$ cat config.mk
export PLATFORM = sky130hd
export DESIGN_NAME = byterun1_row_decoder
export DESIGN_NICKNAME = d
export VERILOG_FILES = /design/src/hdl/br1_pkg.sv /design/src/hdl/br1_ctrl.sv /design/src/hdl/br1_datapath.sv /design/src/hdl/byterun1_row_decoder.sv
export SDC_FILE = /design/constraint.sdc
export NUM_CORES = 1
export LEC_CHECK = 0
export BUFFER_PORTS_ARGS = -buffer_cell sky130_fd_sc_hd__buf_4
export CORE_MARGIN = 4
export CORE_UTILIZATION = 35
export CTS_CLUSTER_DIAMETER = 30
export DETAILED_ROUTE_END_ITERATION = 12
export GPL_ROUTABILITY_DRIVEN = 0
export GPL_TIMING_DRIVEN = 0
export PLACE_DENSITY = 0.55
export SLEW_MARGIN = 20
export SYNTH_ARGS = -nofsm -noshare
export SYNTH_HDL_FRONTEND = slang
export SYNTH_SLANG_ARGS = --single-unit
$ cat constraint.sdc
create_clock -name clk -period 7.2 [get_ports clk]
set_clock_uncertainty 0.15 [all_clocks]
set_input_delay 1.44 -clock clk [delete_from_list [all_inputs] [get_ports clk]]
set_output_delay 1.44 -clock clk [all_outputs]
set_load 0.02 [all_outputs]
$ cat src/hdl/br1_pkg.sv
// shared types and constants of the byterun1 row decoder
package br1_pkg;

  localparam logic [1:0] PHASE_CONTROL = 2'd0;
  localparam logic [1:0] PHASE_LITERAL = 2'd1;
  localparam logic [1:0] PHASE_RUN     = 2'd2;

  localparam logic [7:0] NOOP_CODE = 8'h80;

  localparam logic CFG_COMPRESSED = 1'b0;
  localparam logic CFG_ROW_BYTES  = 1'b1;

  localparam int DATA_W  = 8;
  localparam int BYTES_W = 64;
  localparam int COUNT_W = 4;
  localparam int ROWB_W  = 9;
  localparam int OUT_TDATA_W = ((BYTES_W + COUNT_W + 7) / 8) * 8;

  typedef struct packed {
    logic take;
    logic emit;
  } br1_cmd_t;

  typedef struct packed {
    logic slot_free;
    logic run_next;
    logic group_last;
  } br1_status_t;

endpackage

$ cat src/hdl/br1_ctrl.sv
// controller state machine: item intake and run group emission
module br1_ctrl import br1_pkg::*; (
  input  logic        clk,
  input  logic        rst,
  input  logic        in_valid,
  output logic        in_ready,
  input  br1_status_t status,
  output br1_cmd_t    cmd
);

  localparam logic S_ACCEPT = 1'b0;
  localparam logic S_RUN    = 1'b1;

  logic state;
  logic state_next;

  assign in_ready = (state == S_ACCEPT) && status.slot_free;
  assign cmd.take = in_valid && in_ready;
  assign cmd.emit = (state == S_RUN) && status.slot_free;

  always_comb begin
    state_next = state;
    unique case (state)
      S_ACCEPT: if (cmd.take && status.run_next) state_next = S_RUN;
      S_RUN:    if (cmd.emit && status.group_last) state_next = S_ACCEPT;
      default:  state_next = S_ACCEPT;
    endcase
  end

  always_ff @(posedge clk) begin
    if (rst) state <= S_ACCEPT;
    else state <= state_next;
  end

endmodule

$ cat src/hdl/br1_datapath.sv
// datapath: config registers, decode counters, row position and output register
module br1_datapath import br1_pkg::*; #(
  parameter int MAX_ROW_BYTES    = 256,
  parameter int BYTES_PER_RESULT = 8
) (
  input  logic               clk,
  input  logic               rst,
  input  logic               cfg_we,
  input  logic               cfg_index,
  input  logic [ROWB_W-1:0]  cfg_data,
  input  logic [DATA_W-1:0]  data_byte,
  input  br1_cmd_t           cmd,
  output br1_status_t        status,
  input  logic               out_ready,
  output logic               out_valid,
  output logic [BYTES_W-1:0] packed_bytes,
  output logic [COUNT_W-1:0] byte_count,
  output logic               row_end,
  output logic               last_of_run
);

  localparam int PW = $clog2(MAX_ROW_BYTES + 1);
  localparam int SW = ((PW > ROWB_W) ? PW : ROWB_W) + 1;
  localparam logic [SW-1:0] MAX_ROW = SW'(MAX_ROW_BYTES);
  localparam logic [7:0] BPR = 8'(BYTES_PER_RESULT);

  logic              compressed;
  logic [ROWB_W-1:0] row_bytes;
  logic [1:0]        phase;
  logic [7:0]        literal_left;
  logic [7:0]        run_length;
  logic [PW-1:0]     row_position;
  logic [7:0]        run_byte;
  logic [7:0]        run_len;
  logic [7:0]        run_rem;

  logic [SW-1:0] rowlen, pos_n, left, sum1, sum_run, lit_req, run_req, run_clamp;
  logic [7:0]    grp;
  logic          byte_out;
  logic          is_lit;
  logic          is_run;
  logic [BYTES_W-1:0] grp_bytes;

  assign is_lit = compressed && (phase == PHASE_LITERAL);
  assign is_run = compressed && (phase == PHASE_RUN);
  assign byte_out = !compressed || is_lit;

  always_comb begin
    if (row_bytes == '0) rowlen = SW'(1);
    else if (SW'(row_bytes) > MAX_ROW) rowlen = MAX_ROW;
    else rowlen = SW'(row_bytes);
    pos_n   = (SW'(row_position) >= rowlen) ? '0 : SW'(row_position);
    left    = rowlen - pos_n;
    sum1    = pos_n + SW'(1);
    sum_run = SW'(row_position) + SW'(run_len);
    lit_req = SW'(data_byte) + SW'(1);
    run_req = SW'(257) - SW'(data_byte);
    run_clamp = (SW'(run_length) > left) ? left : SW'(run_length);
    if (run_clamp == '0) run_clamp = SW'(1);
    grp = (run_rem > BPR) ? BPR : run_rem;
    for (int i = 0; i < 8; i++) begin
      grp_bytes[8*i +: 8] = (i < BYTES_PER_RESULT && 8'(i) < grp) ? run_byte : 8'h00;
    end
  end

  assign status.slot_free  = !out_valid || out_ready;
  assign status.run_next   = is_run;
  assign status.group_last = (run_rem <= BPR);

  // config and decode state
  always_ff @(posedge clk) begin
    if (rst) begin
      compressed   <= 1'b1;
      row_bytes    <= ROWB_W'(40);
      phase        <= PHASE_CONTROL;
      literal_left <= '0;
      run_length   <= '0;
      row_position <= '0;
      run_rem      <= '0;
    end else begin
      if (cfg_we) begin
        unique case (cfg_index)
          CFG_COMPRESSED: compressed <= cfg_data[0];
          CFG_ROW_BYTES:  row_bytes  <= cfg_data;
          default: ;
        endcase
      end
      if (cmd.take) begin
        if (byte_out) begin
          row_position <= (sum1 >= rowlen) ? '0 : sum1[PW-1:0];
          if (is_lit) begin
            if (literal_left <= 8'd1) begin
              literal_left <= '0;
              phase        <= PHASE_CONTROL;
            end else begin
              literal_left <= literal_left - 8'd1;
            end
          end
        end else begin
          row_position <= pos_n[PW-1:0];
          if (is_run) begin
            run_rem    <= run_clamp[7:0];
            run_length <= '0;
            phase      <= PHASE_CONTROL;
          end else if (data_byte < NOOP_CODE) begin
            literal_left <= (lit_req > left) ? left[7:0] : lit_req[7:0];
            phase        <= PHASE_LITERAL;
          end else if (data_byte != NOOP_CODE) begin
            run_length <= (run_req > left) ? left[7:0] : run_req[7:0];
            phase      <= PHASE_RUN;
          end else begin
            phase <= PHASE_CONTROL;
          end
        end
      end
      if (cmd.emit) begin
        run_rem <= run_rem - grp;
        if (status.group_last) row_position <= (sum_run >= rowlen) ? '0 : sum_run[PW-1:0];
      end
    end
  end

  // run payload
  always_ff @(posedge clk) begin
    if (cmd.take && is_run) begin
      run_byte <= data_byte;
      run_len  <= run_clamp[7:0];
    end
  end

  // output register
  always_ff @(posedge clk) begin
    if (rst) out_valid <= 1'b0;
    else if ((cmd.take && byte_out) || cmd.emit) out_valid <= 1'b1;
    else if (out_ready) out_valid <= 1'b0;
  end

  always_ff @(posedge clk) begin
    if (cmd.take && byte_out) begin
      packed_bytes <= BYTES_W'(data_byte);
      byte_count   <= COUNT_W'(1);
      row_end      <= (sum1 >= rowlen);
      last_of_run  <= 1'b1;
    end else if (cmd.emit) begin
      packed_bytes <= grp_bytes;
      byte_count   <= grp[COUNT_W-1:0];
      row_end      <= status.group_last && (sum_run >= rowlen);
      last_of_run  <= status.group_last;
    end
  end

endmodule

$ cat src/hdl/byterun1_row_decoder.sv
// byterun1 row decoder: one input byte per transfer, run groups stall the input
// output: a literal or pass-through byte is loaded into the output register when it
// transfers; a run byte moves the controller to S_RUN, which then emits its groups
// throughput: one byte per cycle for literals and pass-through while the output
// register is free; control and no-op bytes produce no output; a run byte holds the
// input while the group emitter drains through the single output register
// reset: synchronous, restores compressed = 1, row_bytes = 40 and an empty pipeline
module byterun1_row_decoder import br1_pkg::*; #(
  parameter int MAX_ROW_BYTES    = 256,
  parameter int BYTES_PER_RESULT = 8
) (
  input  logic                   clk,
  input  logic                   rst,
  input  logic                   cfg_we,
  input  logic                   cfg_index,
  input  logic [ROWB_W-1:0]      cfg_data,
  input  logic                   s_axis_tvalid,
  output logic                   s_axis_tready,
  input  logic [DATA_W-1:0]      s_axis_tdata,   // data_byte
  output logic                   m_axis_tvalid,
  input  logic                   m_axis_tready,
  output logic [OUT_TDATA_W-1:0] m_axis_tdata,   // packed_bytes, byte_count, zero pad
  output logic                   m_axis_tlast,   // last_of_run
  output logic                   m_axis_tuser    // row_end
);

  br1_cmd_t           cmd;
  br1_status_t        status;
  logic [BYTES_W-1:0] packed_bytes;
  logic [COUNT_W-1:0] byte_count;

  br1_ctrl u_ctrl (
    .clk      (clk),
    .rst      (rst),
    .in_valid (s_axis_tvalid),
    .in_ready (s_axis_tready),
    .status   (status),
    .cmd      (cmd)
  );

  br1_datapath #(
    .MAX_ROW_BYTES    (MAX_ROW_BYTES),
    .BYTES_PER_RESULT (BYTES_PER_RESULT)
  ) u_datapath (
    .clk          (clk),
    .rst          (rst),
    .cfg_we       (cfg_we),
    .cfg_index    (cfg_index),
    .cfg_data     (cfg_data),
    .data_byte    (s_axis_tdata),
    .cmd          (cmd),
    .status       (status),
    .out_ready    (m_axis_tready),
    .out_valid    (m_axis_tvalid),
    .packed_bytes (packed_bytes),
    .byte_count   (byte_count),
    .row_end      (m_axis_tuser),
    .last_of_run  (m_axis_tlast)
  );

  assign m_axis_tdata = {{(OUT_TDATA_W - BYTES_W - COUNT_W){1'b0}}, byte_count, packed_bytes};

endmodule
==> impl_results.md <==
* Status: finished, final reports clean
* Worst EP required at 7.35 ns
* Worst reg2reg endpoint: u_datapath.run_length[4]
* Clock Path Buffers at 2
* CP Capture Type: flop
* Final Max Slew Viols at 0
* Clock-pin slew on the worst setup and hold paths at 0.07 ns
* CTS root buffer: clkbuf_16
* Total grt overflow at 0
* Pleak at 4.14 nW
* CP arrival at 6.88 ns
* H-Tree Depth at 4
* Ratio of cells with drive above 1 in the final layout at 0.151
* Ports at 99
* WHS Path Cells at 2
* Reg2Reg Depth at 25
* Fin crit share at 0.934
* Number of library cell types mapped by synthesis at 71
* VDD IR max at 0.128 mV
* Achievable frequency at 0.149 GHz
* Pwr dens at 257 nW/um^2
* Core Area at 22100 sq um
* Final ANT Viol Nets at 0
* Die Area at 25100 sq um
* Syn Inst Count at 888
* Worst R2R Start: u_datapath.row_bytes[4]
* Fin util at 0.436
* N_diodes at 0
* Mean Syn Cell Area at 8.94 sq um
* Final setup fails at 0
* Unrepaired setup endpoints after global routing: false
* Final hold violations at 0
* Die H at 159 um
* Clk sinks at 133
* Gr usage total at 0.189
* Initial DRC Count at 469
* PortBufs at 93
* HPWL after DPL at 18.1 mm
* Number of remaining DRC errors at 0
* Worst skew pair latency at 0.43 ns
* Crit start category: flop
* Final critical-path required period at 6.73 ns
* DR pass1 iterations at 5
* Mapped cell area at 7940 sq um
* CTS tree: done
* Hold Crit Start: u_datapath.row_bytes[6]
* Commonest register cell after synthesis: dfxtp_1
* Commonest non-fill, non-tap cell in the layout: dfxtp_1
* Final net count at 1101
* Commonest non-fill, non-tap cells in the layout: 108 x dfxtp_1, 98 x buf_4, 85 x nand2_1
* Power, Total at 2.47 mW
* Max-Cap Viols at 0
* Synth warn at 0
* Hold Crit Endpoint: u_datapath.row_bytes[6]
* Initial Util at 0.359
* Post-synthesis sequential area ratio at 0.367
* Area growth syn-to-layout at 21.4%
* Ys async rst share at 0
* Worst hold path class: reg -> reg
* Hold Slack at 0.323 ns
* First-pass GRT wire length at 37.2 mm
* Site row count at 54
* Worst slew pin tran at 1.02 ns
* Initial antenna violation count at 0
* Final setup margin at 0.474 ns
* Crit Path Max Fanout at 10
* Slew HR at 0.318
* Largest net degree at the start of global routing at 20
* Flop and latch count out of synthesis at 133
* Number of synthesized flops with an enable pin at 25
* Detailed Route WL at 23.9 mm
* Post-synth top area cell: dfxtp_1
* Placement Setup Slack at -0.113 ns
* Routed WL per cell at 18.5 um
* Die Wd at 159 um
* Vias in the first global route at 6729
* DR vias/cell at 5.46
* Vias at 7075
* Synth top area cells: dfxtp_1 27%, ha_1 12%, edfxtp_1 9.5%
* Reg2reg setup slack at 0.47 ns
* Yosys top cell area share at 0.272
* WS Path Type: reg -> reg
* CTS Buf Count at 17
## final cells by class
cell class              instances  area (sq um)
multi-input cells             670          4690
fillers                      2166         12500
repair buffers                 93           698
well taps                     280           350
clock inverters                14           149
clock buffers                  18           450
inverters                      41           154
plain buffers                  47           226
flip-flops and latches        133          2910
## power by group
part / total, mW / internal, mW / leakage [nW] / switching [mW]
Combinational: 0.722 / 0.282 / 2.74 / 0.440
Sequential: 0.860 / 0.818 / 1.10 / 0.0420
Clock: 0.892 / 0.485 / 0.294 / 0.407
Total: 2.47 / 1.59 / 4.14 / 0.889
## critical path, cell delays in order, from the launching register on
cell	delay [ns]
dfxtp_1	0.33
nor4_1	0.31
a21oi_1	0.11
nor2_1	0.37
ha_1	0.31
nand2b_1	0.14
a21o_1	0.18
a21oi_1	0.16
o22ai_1	0.16
o31ai_4	0.44
clkbuf_2	0.29
nand2_1	0.15
ha_1	0.30
nor2b_1	0.14
o2111ai_1	0.22
nand4b_1	0.26
o311a_1	0.36
a21o_1	0.25
ha_1	0.33
nand4_1	0.11
or2_2	0.32
or4_1	0.47
a311o_1	0.33
buf_6	0.16
mux2i_1	0.16
o21ai_0	0.09
## registers in the layout, indices dropped and copies added, names as in the netlist, 2 cells and up
name and cells:
u_datapath.row_position 9, u_datapath.packed_bytes 64, u_datapath.byte_count 4, u_datapath.run_len 8, u_datapath.run_byte 8, u_datapath.literal_left 8, u_datapath.phase 2, u_datapath.run_length 8
u_datapath.row_bytes 9, u_datapath.run_rem 8
## repair_timing
| item | CTS | global route |
|---|---|---|
| setup buffers | 0 | 0 |
| endpoints found under the hold margin | 0 | 0 |
| gates cloned | 0 | 0 |
| resized for setup | 1 | 6 |
| hold buffers | 0 | 0 |
| endpoints found under the setup margin | 14 | 31 |
## synth_stat cells, drive strengths merged, types with 4 or more instances
cell	instances
or3	8
nor4	10
dfxtp	108
a21o	15
o211ai	6
mux2i	18
o21a	8
a211oi	6
and3	5
a22o	64
nand2b	11
mux2	5
a221o	4
xor2	11
a21oi	63
nand2	86
o22ai	8
nand3	38
o31ai	5
a22oi	4
a31oi	8
and2	9
nor2	52
buf	19
ha	73
o21ai	43
inv	40
edfxtp	25
xnor2	19
nor2b	9
nor3	20
nand4	9
clkbuf	28
## worst max-delay path by stage
stage	depth (start not counted)	end	slack, ns	from
floorplan	25	u_datapath.run_length[7]	1.22	u_datapath.row_bytes[4]
global placement	25	u_datapath.run_rem[2]	-0.11	u_datapath.row_bytes[4]
detailed placement	25	u_datapath.run_rem[2]	-0.11	u_datapath.row_bytes[4]
CTS	25	u_datapath.run_rem[2]	0.19	u_datapath.row_bytes[4]
global route	25	u_datapath.literal_left[5]	0.11	u_datapath.row_bytes[4]
finish	25	u_datapath.run_length[4]	0.47	u_datapath.row_bytes[4]
## kinds of logic after synthesis
group                    share of synthesized area
flip-flops                                   0.367
XOR/XNOR                                    0.0331
multiplexers                                0.0298
other                                     0.000946
adder cells (fa/ha/maj)                      0.123
AND/OR/NAND/NOR                              0.166
AO/OA/AOI/OAI                                0.233
buffers and inverters                       0.0478
## stage by stage
stage          cells  instance area [sq um]  setup TNS [ns]
6_report        1296                   9630               0
5_1_grt         1296                   9630               0
4_1_cts         1296                   9600               0
3_5_place_dp    1264                   8990          -0.936
3_3_place_gp    1264                   8990           -1.05
2_1_floorplan    891                   7950               0
## layer usage
layer  wire length, um  vias to the layer above  track usage
met5                 0                        -            0
met4               323                        0       0.0479
met3               979                       26       0.0302
met2             11100                      163        0.304
met1             11500                     3366        0.266
li1                  -                     3520            -
Power figures use the tool's default switching activity.
